**src/hw/rtl/psrfp_pkg.sv**
```systemverilog
// ----------------------------------------------------------------------------
// Reply frame parser package
// Shared item and result types, frame layout constants and the status remap.
// ----------------------------------------------------------------------------
package psrfp_pkg;

    localparam logic [7:0] END_MARK      = 8'hff;
    localparam logic [7:0] CMD_STATE     = 8'haa;
    localparam logic [7:0] RC_OK         = 8'h00;

    localparam int unsigned POS_LEN       = 4;
    localparam int unsigned POS_FIRST_END = 5;
    localparam int unsigned POS_CODE      = 9;
    localparam int unsigned POS_CMD       = 10;
    localparam int unsigned POS_STAT      = 11;
    localparam int unsigned POS_STAT_LAST = 14;
    localparam int unsigned POS_CURR      = 15;
    localparam int unsigned POS_CURR_LAST = 18;

    localparam logic [7:0] MIN_LEN       = 8'd6;
    localparam logic [7:0] MIN_STATE_LEN = 8'd19;

    localparam logic [31:0] MASK_RUN   = 32'h0000_0002;
    localparam logic [31:0] MASK_RELAY = 32'h0000_0004;
    localparam logic [31:0] MASK_LOAD  = 32'h0000_0010;
    localparam logic [31:0] MASK_WATER = 32'h0000_0040;
    localparam logic [31:0] MASK_IGBT  = 32'h3fc0_0000;
    localparam logic [31:0] MASK_DOOR  = 32'h4000_0000;
    localparam logic [31:0] MASK_RAMP  = 32'h0000_8000;

    typedef struct packed {
        logic [7:0] rx_byte;
        logic       frame_start;
    } item_t;

    typedef struct packed {
        logic        frame_valid;
        logic        status_updated;
        logic [7:0]  return_code;
        logic [6:0]  ps_status;
        logic [31:0] current_bits;
    } result_t;

    function automatic logic [6:0] remap_status(input logic [31:0] w);
        logic [6:0] f;
        f[0] = |(w & MASK_RUN);
        f[1] = |(w & MASK_RELAY);
        f[2] = |(w & MASK_LOAD);
        f[3] = |(w & MASK_WATER);
        f[4] = |(w & MASK_IGBT);
        f[5] = |(w & MASK_DOOR);
        f[6] = |(w & MASK_RAMP);
        return f;
    endfunction

endpackage

```
**src/hw/rtl/psrfp_in_stage.sv**
```systemverilog
// ----------------------------------------------------------------------------
// Reply frame parser input register
// Holds one accepted byte item until the parser takes it.
// ----------------------------------------------------------------------------
module psrfp_in_stage
(
    input  logic               clk,
    input  logic               rst_n,
    input  logic               in_valid,
    output logic               in_stall,
    input  psrfp_pkg::item_t   in_item,
    input  logic               advance,
    output logic               item_valid,
    output psrfp_pkg::item_t   item
);

    logic             valid_reg;
    logic             valid_next;
    psrfp_pkg::item_t item_reg;
    logic             accept;

    assign in_stall   = valid_reg && !advance;
    assign accept     = in_valid && !in_stall;
    assign item_valid = valid_reg;
    assign item       = item_reg;

    always_comb
    begin
        priority if (accept)
        begin
            valid_next = 1'b1;
        end
        else if (advance)
        begin
            valid_next = 1'b0;
        end
        else
        begin
            valid_next = valid_reg;
        end
    end

    always_ff @(posedge clk or negedge rst_n)
    begin
        if (!rst_n)
        begin
            valid_reg <= 1'b0;
        end
        else
        begin
            valid_reg <= valid_next;
        end
    end

    always_ff @(posedge clk)
    begin
        if (accept)
        begin
            item_reg <= in_item;
        end
    end

endmodule

```
**src/hw/rtl/psrfp_parse.sv**
```systemverilog
// ----------------------------------------------------------------------------
// Reply frame parser core
// Tracks the byte position, captures the frame fields and decides the result
// at the last byte or at a bad length byte.
// ----------------------------------------------------------------------------
module psrfp_parse #(
    parameter int unsigned MAX_FRAME = 64
)
(
    input  logic                clk,
    input  logic                rst_n,
    input  logic                fire,
    input  psrfp_pkg::item_t    item,
    output logic                emit,
    output psrfp_pkg::result_t  res
);

    localparam int unsigned IDX_W   = $clog2(MAX_FRAME);
    localparam logic [7:0]  MAX_LEN = 8'(MAX_FRAME);

    logic [IDX_W-1:0] byte_index_reg, byte_index_next;
    logic             in_frame_reg, in_frame_next;
    logic [7:0]       frame_length_reg, frame_length_next;
    logic             head_ok_reg, head_ok_next;
    logic [7:0]       reply_code_reg, reply_code_next;
    logic [7:0]       command_code_reg, command_code_next;
    logic [31:0]      raw_status_reg, raw_status_next;
    logic [31:0]      raw_current_reg, raw_current_next;
    logic [6:0]       held_status_reg, held_status_next;
    logic [31:0]      held_current_reg, held_current_next;

    logic [IDX_W-1:0] pos;
    logic [7:0]       b;
    logic             start;
    logic             act;
    logic [7:0]       new_len;
    logic             new_head;
    logic [7:0]       new_reply;
    logic [7:0]       new_cmd;
    logic [31:0]      new_stat;
    logic [31:0]      new_curr;
    logic [1:0]       lane_stat;
    logic [1:0]       lane_curr;
    logic             good;
    logic             upd;
    logic             finish;

    assign b         = item.rx_byte;
    assign start     = item.frame_start;
    assign act       = fire && (start || in_frame_reg);
    assign pos       = start ? '0 : byte_index_reg;
    assign lane_stat = 2'(pos - IDX_W'(psrfp_pkg::POS_STAT));
    assign lane_curr = 2'(pos - IDX_W'(psrfp_pkg::POS_CURR));

    always_comb
    begin
        new_len   = start ? 8'd0  : frame_length_reg;
        new_head  = start ? (b == psrfp_pkg::END_MARK) : head_ok_reg;
        new_reply = start ? 8'd0  : reply_code_reg;
        new_cmd   = start ? 8'd0  : command_code_reg;
        new_stat  = start ? 32'd0 : raw_status_reg;
        new_curr  = start ? 32'd0 : raw_current_reg;

        priority if (pos == IDX_W'(psrfp_pkg::POS_LEN))
        begin
            new_len = b;
        end
        else if (pos == IDX_W'(psrfp_pkg::POS_CODE))
        begin
            new_reply = b;
        end
        else if (pos == IDX_W'(psrfp_pkg::POS_CMD))
        begin
            new_cmd = b;
        end
        else if (pos >= IDX_W'(psrfp_pkg::POS_STAT) && pos <= IDX_W'(psrfp_pkg::POS_STAT_LAST))
        begin
            new_stat = new_stat | (32'(b) << {lane_stat, 3'b000});
        end
        else if (pos >= IDX_W'(psrfp_pkg::POS_CURR) && pos <= IDX_W'(psrfp_pkg::POS_CURR_LAST))
        begin
            new_curr = new_curr | (32'(b) << {lane_curr, 3'b000});
        end
        else
        begin
            new_len = new_len;
        end

        good   = new_head && (b == psrfp_pkg::END_MARK);
        upd    = good && (new_reply == psrfp_pkg::RC_OK) &&
                 (new_cmd == psrfp_pkg::CMD_STATE) && (new_len >= psrfp_pkg::MIN_STATE_LEN);
        finish = (pos >= IDX_W'(psrfp_pkg::POS_FIRST_END)) && ((8'(pos) + 8'd1) == new_len);

        byte_index_next   = byte_index_reg;
        in_frame_next     = in_frame_reg;
        frame_length_next = frame_length_reg;
        head_ok_next      = head_ok_reg;
        reply_code_next   = reply_code_reg;
        command_code_next = command_code_reg;
        raw_status_next   = raw_status_reg;
        raw_current_next  = raw_current_reg;
        held_status_next  = held_status_reg;
        held_current_next = held_current_reg;

        emit                = 1'b0;
        res.frame_valid     = 1'b0;
        res.status_updated  = 1'b0;
        res.return_code     = 8'd0;

        if (act)
        begin
            priority if (pos == IDX_W'(psrfp_pkg::POS_LEN) &&
                         (b < psrfp_pkg::MIN_LEN || b > MAX_LEN))
            begin
                emit = 1'b1;
            end
            else if (finish)
            begin
                emit               = 1'b1;
                res.frame_valid    = good;
                res.status_updated = upd;
                res.return_code    = new_reply;
                if (upd)
                begin
                    held_status_next  = psrfp_pkg::remap_status(new_stat);
                    held_current_next = new_curr;
                end
            end
            else
            begin
                byte_index_next   = pos + 1'b1;
                in_frame_next     = 1'b1;
                frame_length_next = new_len;
                head_ok_next      = new_head;
                reply_code_next   = new_reply;
                command_code_next = new_cmd;
                raw_status_next   = new_stat;
                raw_current_next  = new_curr;
            end

            if (emit)
            begin
                byte_index_next   = '0;
                in_frame_next     = 1'b0;
                frame_length_next = 8'd0;
                head_ok_next      = 1'b0;
                reply_code_next   = 8'd0;
                command_code_next = 8'd0;
                raw_status_next   = 32'd0;
                raw_current_next  = 32'd0;
            end
        end

        res.ps_status    = held_status_next;
        res.current_bits = held_current_next;
    end

    always_ff @(posedge clk or negedge rst_n)
    begin
        if (!rst_n)
        begin
            byte_index_reg   <= '0;
            in_frame_reg     <= 1'b0;
            frame_length_reg <= 8'd0;
            head_ok_reg      <= 1'b0;
            reply_code_reg   <= 8'd0;
            command_code_reg <= 8'd0;
            raw_status_reg   <= 32'd0;
            raw_current_reg  <= 32'd0;
            held_status_reg  <= 7'd0;
            held_current_reg <= 32'd0;
        end
        else
        begin
            byte_index_reg   <= byte_index_next;
            in_frame_reg     <= in_frame_next;
            frame_length_reg <= frame_length_next;
            head_ok_reg      <= head_ok_next;
            reply_code_reg   <= reply_code_next;
            command_code_reg <= command_code_next;
            raw_status_reg   <= raw_status_next;
            raw_current_reg  <= raw_current_next;
            held_status_reg  <= held_status_next;
            held_current_reg <= held_current_next;
        end
    end

    // A refresh of the held values only ever comes from a frame with good markers.
    assert property (@(posedge clk) disable iff (!rst_n)
        emit |-> (res.frame_valid || !res.status_updated))
        else $error("status update without a valid frame");

    assert property (@(posedge clk) disable iff (!rst_n)
        (fire && emit) |=> !in_frame_reg)
        else $error("frame still open after its result");

    assert property (@(posedge clk) disable iff (!rst_n)
        !in_frame_reg |-> (byte_index_reg == '0))
        else $error("byte position left over outside a frame");

    assert property (@(posedge clk) disable iff (!rst_n)
        (fire && !emit) |=> ($stable(held_status_reg) && $stable(held_current_reg)))
        else $error("held values changed without a result");

endmodule

```
**src/hw/rtl/psrfp_out_stage.sv**
```systemverilog
// ----------------------------------------------------------------------------
// Reply frame parser result register
// Holds one result item until the receiver takes it.
// ----------------------------------------------------------------------------
module psrfp_out_stage
(
    input  logic                clk,
    input  logic                rst_n,
    input  logic                load,
    input  psrfp_pkg::result_t  res,
    output logic                busy,
    output logic                out_valid,
    input  logic                out_stall,
    output psrfp_pkg::result_t  out_res
);

    logic               valid_reg;
    logic               valid_next;
    psrfp_pkg::result_t res_reg;

    assign busy      = valid_reg && out_stall;
    assign out_valid = valid_reg;
    assign out_res   = res_reg;

    always_comb
    begin
        priority if (load)
        begin
            valid_next = 1'b1;
        end
        else if (valid_reg && !out_stall)
        begin
            valid_next = 1'b0;
        end
        else
        begin
            valid_next = valid_reg;
        end
    end

    always_ff @(posedge clk or negedge rst_n)
    begin
        if (!rst_n)
        begin
            valid_reg <= 1'b0;
        end
        else
        begin
            valid_reg <= valid_next;
        end
    end

    always_ff @(posedge clk)
    begin
        if (load)
        begin
            res_reg <= res;
        end
    end

endmodule

```
**src/hw/rtl/ps_reply_frame_parser.sv**
```systemverilog
// ----------------------------------------------------------------------------
// Power-supply reply frame parser
// Parses reply frames byte by byte, one result per finished or aborted frame.
// ----------------------------------------------------------------------------
// The block takes one reply byte per clock cycle while no stalled receiver
// holds a result. A byte is held in the input register, and the parser then
// writes the frame result into the result register, which drives the
// output. The input register moves on only when the result register is
// empty or is being taken in the same cycle. While a stalled receiver holds
// a result, the byte in the input register waits, whether or not it
// finishes a frame, and the input stalls until the result is taken.
// ----------------------------------------------------------------------------
module ps_reply_frame_parser #(
    parameter int unsigned MAX_FRAME = 64
)
(
    input  logic        clk,
    input  logic        rst_n,
    input  logic        in_valid,
    output logic        in_stall,
    input  logic [7:0]  rx_byte,
    input  logic        frame_start,
    output logic        out_valid,
    input  logic        out_stall,
    output logic        frame_valid,
    output logic        status_updated,
    output logic [7:0]  return_code,
    output logic [6:0]  ps_status,
    output logic [31:0] current_bits
);

    psrfp_pkg::item_t   in_item;
    psrfp_pkg::item_t   item;
    psrfp_pkg::result_t res;
    psrfp_pkg::result_t out_res;
    logic               item_valid;
    logic               busy;
    logic               fire;
    logic               emit;

    assign in_item.rx_byte     = rx_byte;
    assign in_item.frame_start = frame_start;
    assign fire                = item_valid && !busy;

    psrfp_in_stage u_in_stage (
        .clk        (clk),
        .rst_n      (rst_n),
        .in_valid   (in_valid),
        .in_stall   (in_stall),
        .in_item    (in_item),
        .advance    (fire),
        .item_valid (item_valid),
        .item       (item)
    );

    psrfp_parse #(
        .MAX_FRAME (MAX_FRAME)
    ) u_parse (
        .clk   (clk),
        .rst_n (rst_n),
        .fire  (fire),
        .item  (item),
        .emit  (emit),
        .res   (res)
    );

    psrfp_out_stage u_out_stage (
        .clk       (clk),
        .rst_n     (rst_n),
        .load      (fire && emit),
        .res       (res),
        .busy      (busy),
        .out_valid (out_valid),
        .out_stall (out_stall),
        .out_res   (out_res)
    );

    assign frame_valid    = out_res.frame_valid;
    assign status_updated = out_res.status_updated;
    assign return_code    = out_res.return_code;
    assign ps_status      = out_res.ps_status;
    assign current_bits   = out_res.current_bits;

endmodule
```
**config.mk**
```make
export PLATFORM = sky130hd
export DESIGN_NAME = ps_reply_frame_parser
export DESIGN_NICKNAME = d
export VERILOG_FILES = /design/src/hw/rtl/psrfp_pkg.sv /design/src/hw/rtl/psrfp_in_stage.sv /design/src/hw/rtl/psrfp_parse.sv /design/src/hw/rtl/psrfp_out_stage.sv /design/src/hw/rtl/ps_reply_frame_parser.sv
export SDC_FILE = /design/constraint.sdc
export NUM_CORES = 1
export LEC_CHECK = 0
export BUFFER_PORTS_ARGS = -buffer_cell sky130_fd_sc_hd__buf_2
export CAP_MARGIN = 20
export CORE_MARGIN = 1.5
export CORE_UTILIZATION = 35
export DETAILED_ROUTE_END_ITERATION = 7
export GPL_TIMING_DRIVEN = 0
export HOLD_SLACK_MARGIN = 0.03
export PLACE_DENSITY = 0.61
export REMOVE_ABC_BUFFERS = 1
export SYNTH_ARGS = -nofsm -noshare
export SYNTH_HDL_FRONTEND = slang
export SYNTH_SLANG_ARGS = --single-unit
```
**constraint.sdc**
```tcl
create_clock -name clk -period 16 [get_ports clk]
set_input_delay 0.8 -clock clk [delete_from_list [all_inputs] [get_ports clk]]
set_output_delay 0.8 -clock clk [all_outputs]
set_load 0.05 [all_outputs]
```
==> impl_results.md, run 1 <==
* Status: complete, no violations
* TritonCTS Buffers at 17
* Ys flop type: dfrtp_1
* Top post-synthesis cells by area: dfrtp_1, edfxtp_1, mux2_1, o2bb2ai_1, a32o_1
* HP Class: input pin to asynchronous set/reset pin
* Port Buffers at 63
* Hold Buf Count CTS at 0
* Cts repair resizes at 0
* Largest area contributor in the netlist: dfrtp_1
* # rows at 53
* Share of cells above drive strength 1 at 19.2%
* Syn_area_per_cell at approximately 13 µm²
* CORE AREA at ~0.021 mm²
* Initial antenna violation count at 0
* CTS Buffer Depth at 2
* CP Capture Type: register
* Routed Antenna Nets at 0
* GRT overflow at 0
* CTS clock-pin slew for the worst setup and hold paths at ~70 ps
* Max reg flops at 49
* CP startpoint kind: register
* Detailed-route via count at approximately 5,100
* Nets at roughly 630
* P per Cell Area at around 120 mW/mm²
* Fmax at approximately 0.17 GHz
* Setup-failing EPs final at 0
* Yosys cell types at 60
* CP max FO at 16
* DIE AREA at approximately 0.023 mm²
* Final hold viol count at 0
* CP required at roughly 16,000 ps
* Dpl hpwl at between 10,000 and 15,000 µm
* Yosys warnings at 0
* Slew headroom at just over 30%
* Number of flops mapped to enable cells by yosys at slightly below 60
* Top cell type's share of synthesized area at between 30 and 40%
* Area delta synth->final at 16.7%
* Width of the die at 150 µm
* CTS Root Cell: clkbuf_16
* CTS Sinks at around 180
* IO Count at 64
* Total power at roughly 1.0 mW
* Vias in the first global route at around 5,000
* Routed wire length at about 17,000 µm
* Routability cong. at a little over 0.8
* GRT Resource Usage Total at between 15 and 20%
* Fin crit period at about 5800 ps
* Chip height at about 150 µm
* Worst EP arrival at a little under 6000 ps
* Setup TNS at 0 ps
* Post-Syn Instances at 572
* RR Startpoint: u_in_stage.item[0]$_DFFE_PP_
* Asr flop ratio synth at 67.2%
* Max-cap violations at 0
* VDD IR max at 0.0735 mV
* Seq cells post-synth at about 180
* TritonRoute pass-1 iters at 5
* Slew Limit Fails at 0
* Seq/Total Area, Yosys at 62.1%
* 1st-iter DRT viols at 361
* Lkg Pwr at between 3 and 4 nW
* DR vias/cell at ~5.6
* Post-CTS setup buffer count at 0
* First-pass GRT wire length at roughly 28,000 µm
* RSZ-0062 raised after global routing: no
* Reg-to-reg setup timing slack at 10,220 ps
* Kind of critical path: register to register
* Max H-tree Level at 4
* R2r endpoint: u_out_stage.out_res[18]$_DFFE_PP_
* CTS tree: built
* R2R cell count at 11
* Skew-Pair Late Insertion Delay at 430 ps
* Post-Syn Area at ~0.0076 mm²
* Starting Density at a little over a third
* ANT cells at 0
* DR WL/cell at between 15 and 20 µm
* Skew final at about 7.5 ps
* Slew @ Worst Pin at 1030 ps
* Crit path launch: u_in_stage.item[0]$_DFFE_PP_
* Final worst-path cycle share at 36.1%
* Largest net degree at the start of global routing at between 100 and 150
* DRC Markers at 0
-- cell usage after synthesis, types with 9 or more instances --
cell and count:
a22o_1 22, a22oi_1 9, a32o_1 37, clkbuf_1 32, dfrtp_1 119, edfxtp_1 58, mux2_1 38, nand2_1 23
nand3_1 9, nor2_1 33, o2bb2ai_1 45
-- final cells by class --
cell class	count	area (µm²)
Timing Repair Buffer	74	522
Multi-Input combinational cell	337	2660
Sequential cell	177	4720
Clock buffer	19	433
Inverter	9	33.8
Tap cell	275	344
Clock inverter	13	156
Fill cell	1943	12300
-- metrics by stage --
step / cell area [µm²] / std cells / hold slack [ps] / setup WS, ps / util, %
final: 8870 / 904 / 185 / 10220 / 41.9
after CTS: 8870 / 904 / 179 / 10220 / 41.9
after floorplan: 7370 / 523 / 450 / 9800 / -
after detailed placement: 8280 / 872 / 467 / 10260 / 39.1
after global placement: 8030 / 861 / 461 / 7750 / 38.0
after global routing: 8870 / 904 / 175 / 9840 / 41.9
-- power by group --
part	switching (mW)	leakage, nW	internal [mW]
Combinational	0.0901	1.21	0.0405
Sequential	0.0231	2.11	0.484
Clock	0.178	0.277	0.233
Total	0.291	3.60	0.757
-- worst max-delay path, stage by stage (launching register included) --
cell      delay (ps)
edfxtp_1         600
nand2b_1         610
clkinv_1         560
ha_1             400
nand2b_1         170
nor4_2           770
o221ai_1         220
or3b_1           440
nor4_4           860
buf_6            290
buf_6            210
mux2_1           360
-- routing by layer --
metal | vias to the layer above | GRT usage, % | wire length, µm
met5 | - | 0 | 0
met4 | 0 | 5.05 | 193
met3 | 16 | 3.09 | 696
met2 | 142 | 25.2 | 8270
met1 | 2599 | 22.4 | 8020
li1 | 2309 | - | -
-- layout by cell type, fill, tap and decap left out, types with 17 or more instances in the layout --
cell / netlist / layout
dfrtp_1: 119 / 119
buf_2: 8 / 63
edfxtp_1: 58 / 58
o2bb2ai_1: 45 / 45
mux2_1: 38 / 38
a32o_1: 37 / 37
nor2_1: 33 / 31
nand2_1: 23 / 23
a22o_1: 22 / 22
clkbuf_16: 0 / 17
-- cells by family after synthesis --
kind of cell	share of synthesized area (%)
multiplexers	5.76
adder cells (fa/ha/maj)	0.659
AND/OR/NAND/NOR	8.45
buffers and inverters	3.44
XOR/XNOR	0.807
flip-flops	62.1
AO/OA/AOI/OAI	18.8
-- worst max-delay path by stage --
| stage | end | slack [ps] |
|---|---|---|
| finish | u_out_stage.out_res[18]$_DFFE_PP_ | 10220 |
| global route | u_out_stage.out_res[18]$_DFFE_PP_ | 9840 |
| CTS | u_out_stage.out_res[18]$_DFFE_PP_ | 10220 |
| detailed placement | u_out_stage.out_res[18]$_DFFE_PP_ | 10260 |
| global placement | u_out_stage.out_res[36]$_DFFE_PP_ | 7750 |
| floorplan | u_out_stage.out_res[17]$_DFFE_PP_ | 9800 |
No activity file was read; power rests on OpenSTA's default activity.
==> inputs of run 2 (changes only) <==
Settings changed: ABC_AREA set to 1.
Clock period 16 ns to 5.45 ns, I/O delays scaled along.
==> run 2 against run 1 <==
Against the previous run:
- combinational power grew to 3.3 times the previous value
- die area is 10% higher
- hold slack worse by 130 ps
- clock power grew to 3.1 times the previous value
- core utilization is 0.53 points lower
- clock skew is 7.2 ps higher
- global-route usage is 1.2 points higher
- non-clock buffer count is 6 higher
- maximum frequency is 17% higher
- flip-flop and latch count stayed put
- sequential share of layout area is 4.6 points lower
- clock-buffer cell count is 1 higher
- critical endpoint is now u_out_stage.out_res[17]$_DFFE_PP_
==> impl_results.md, run 2 <==
* Largest area contributor in the netlist: dfrtp_1
* CP startpoint kind: register
* P per Cell Area at approximately 320 mW/mm²
* Cell count along the critical path at 14
* TritonRoute pass-1 iters at 7
* Post-Syn Instances at 1,010
* Routed Antenna Nets at 0
* GRT overflow at 0
* DR WL/cell at around 15 µm
* Part of the power in the clock network at approximately two fifths
* Number of flops mapped to enable cells by yosys at 58
* Dpl hpwl at about 13,000 µm
* Skew-Pair Late Insertion Delay at roughly 430 ps
* Top post-synthesis cells by area: dfrtp_1, edfxtp_1, nand2_1, nand3_1, nor2_1
* Setup TNS at 0 ps
* CP max FO at 39
* Met1 Resource Use GR at 23.7%
* Vias in the first global route at about 6,200
* Final hold slack at ~55 ps
* Sequential Power Share at a little under half
* Largest net degree at the start of global routing at between 80 and 90
* FF+latch area at ~0.0047 mm²
* Final worst-path cycle share at 90.4%
* Yosys warnings at 0
* CP max-delay cell: ha_1
* Psw at approximately 870 µW
* Hold Crit Depth at 3
* Skew final at ~15 ps
* CORE AREA at ~0.023 mm²
* CTS tree: built
* Slew @ Worst Pin at slightly below 1000 ps
* Fmax at slightly above 0.2 GHz
* Max-cap violations at 0
* Cells along the critical path: buf_4 > nor2_4 > clkinv_1 > ha_1 > inv_1 > nand2_1 > nand2_1 > nand2_1 > nor2_2 > nand2_1 > nor2_4 > nand2_2 > nand2_1 > nand2_1
* Max reg flops at 49
* Top cell type's share of synthesized area at a little over a third
* Share of cells above drive strength 1 at 12.0%
* Chip height at roughly 160 µm
* Multi-input logic area at roughly 0.0032 mm²
* VDD IR max at ~0.15 mV
* Final Cell Area at just under 0.01 mm²
* Detailed-route via count at 6,677
* CP Capture Type: register
* Yosys cell types at 38
* Asr flop ratio synth at roughly two thirds
* Commonest cells after routing, fill and taps aside: nand2_1, dfrtp_1, nand3_1, nor2_1, inv_1
* Routed wire length at roughly 20,000 µm
* Slew Limit Fails at 0
* Seq cells post-synth at roughly 180
* Seq/Total Area, Yosys at about 56%
* Sw frac at between 20 and 30%
* Final hold viol count at 0
* Port Buffers at 63
* Top-count cell post-synth: nand2_1
* Synth cell count leaders: nand2_1, dfrtp_1, nand3_1
* Global-route track usage on met3 at a little under 3%
* 1st-iter DRT viols at 589
* GRT Resource Usage Total at between 10% and 20%
* Setup-failing EPs final at 0
* CTS Sinks at approximately 180
* Fin crit period at about 4900 ps
* R2R cell count at 14
* Nets at roughly 1,100
* Area delta synth->final at 15.8%
* IO Count at 64
* DRC Markers at 0
* Ys flop type: dfrtp_1
* Slew headroom at 35.3%
* Post-DP Area at 0.00898 mm²
* CTS Buffer Depth at 2
* Critical path's most frequent cell: nand2_1
* CP required at between 5000 and 6000 ps
* Int Power at 2.25 mW
* HP Class: input pin to register
* Total power at between 3 and 4 mW
* RSZ-0062 raised after global routing: no
* DR vias/cell at approximately 4.8
* ANT cells at 0
* Kind of critical path: register to register
* GR Util met2 at 27.7%
* Lkg Pwr at between 4 and 5 nW
* Width of the die at ~160 µm
* Commonest non-fill, non-tap cell in the layout: nand2_1
* Critical path's largest stage delay at about 610 ps
* DIE AREA at ~0.025 mm²
* CTS Root Cell: clkbuf_16
* Buffers and inverters on the worst path at 3
* Comb power frac at 13.7%
* Routability cong. at between 0.8 and 0.9
* Initial antenna violation count at 0
* Layer with the highest usage: met2
* TritonCTS Buffers at 17
* # rows at 56
* Worst EP arrival at around 5100 ps
* CTS clock-pin slew for the worst setup and hold paths at about 70 ps
* Max H-tree Level at 4
* Syn_area_per_cell at ~8.3 µm²
* Starting Density at 35.7%
* First-pass GRT wire length at about 33,000 µm
* FILL cells at roughly 2,300
* Layout Utilization at between 40 and 50%
* Post-Syn Area at 0.00839 mm²
* Status: complete, no violations
* Top Family by Delay on Critical Path: simple AND/OR/NAND/NOR gates
run 2: cell count changes in the layout (fill, tap and decap cells not counted), sizes merged, moves of 8 or more:
cell	previous run	this run
mux2	38	0
a22oi	9	0
a22o	22	4
o22ai	0	9
a32o	37	0
dlygate4sd3	0	10
nor2	33	88
or3	8	0
a21o	8	0
nand3	9	87
o21ai	10	63
o2bb2ai	45	0
nand2	23	438
inv	10	71
run 2: stage by stage:
stage	setup WS [ps]	instances
after global placement	-5520	1348
after CTS	46.9	1396
after detailed placement	-71.3	1353
final	524	1398
after global routing	147	1398
after floorplan	-943	966
run 2: final cells by class:
class	instances	area share, %
inverters	70	2.78
flip-flops and latches	177	48.6
clock buffers	20	4.60
clock inverters	12	1.61
well taps	319	4.11
multi-input cells	720	32.7
repair buffers	80	5.60
run 2: worst paths after layout:
check	start	to	slack, ps
max	u_in_stage.item[0]$_DFFE_PP_	u_out_stage.out_res[17]$_DFFE_PP_	520
max reg2reg	u_in_stage.item[0]$_DFFE_PP_	u_out_stage.out_res[17]$_DFFE_PP_	520
min reg2reg	u_parse.held_current_reg[12]$_DFF_PN0_	u_parse.held_current_reg[12]$_DFF_PN0_	470
min	in_valid	u_in_stage.item_valid$_DFFE_PN0P_	50
min in group asynchronous	rst_n	u_parse.raw_current_reg[6]$_DFFE_PN0P_	320
max in group asynchronous	rst_n	u_parse.command_code_reg[7]$_DFFE_PN0P_	4390
run 2: worst register-to-register path: stages (launching register included):
cell and delay, ps:
edfxtp_1 530, buf_4 250, nor2_4 410, clkinv_1 420, ha_1 610, inv_1 290, nand2_1 110, nand2_1 60
nand2_1 60, nor2_2 140, nand2_1 250, nor2_4 600, nand2_2 630, nand2_1 220, nand2_1 90
run 2: power by group through the flow:
stage               clock network, mW  logic, mW  registers, mW
floorplan                           0      0.246           1.47
global placement                    0      0.395           1.46
detailed placement                  0      0.414           1.46
CTS                              1.28      0.422           1.44
global route                     1.34      0.470           1.44
finish                           1.26      0.427           1.44
run 2: repair_timing:
item                                    in CTS  in global routing
resized for setup                            0                  1
gates cloned                                 1                  0
hold endpoints to repair                    47                  0
pin swaps                                    1                  0
buffers inserted                             0                  2
endpoints found under the setup margin      38                 77
hold buffers                                10                  0
run 2: kinds of logic after synthesis:
family,share of synthesized area [%]
flip-flops,56.3
adder cells (fa/ha/maj),0.597
buffers and inverters,6.24
AND/OR/NAND/NOR,31.0
XOR/XNOR,0.104
AO/OA/AOI/OAI,5.85
run 2: per-layer routing:
metal	share of wire [%]	vias up
met4	1.5	0
met1	47	3138
met2	47	163
met5	0	-
li1	-	3349
met3	4.5	27
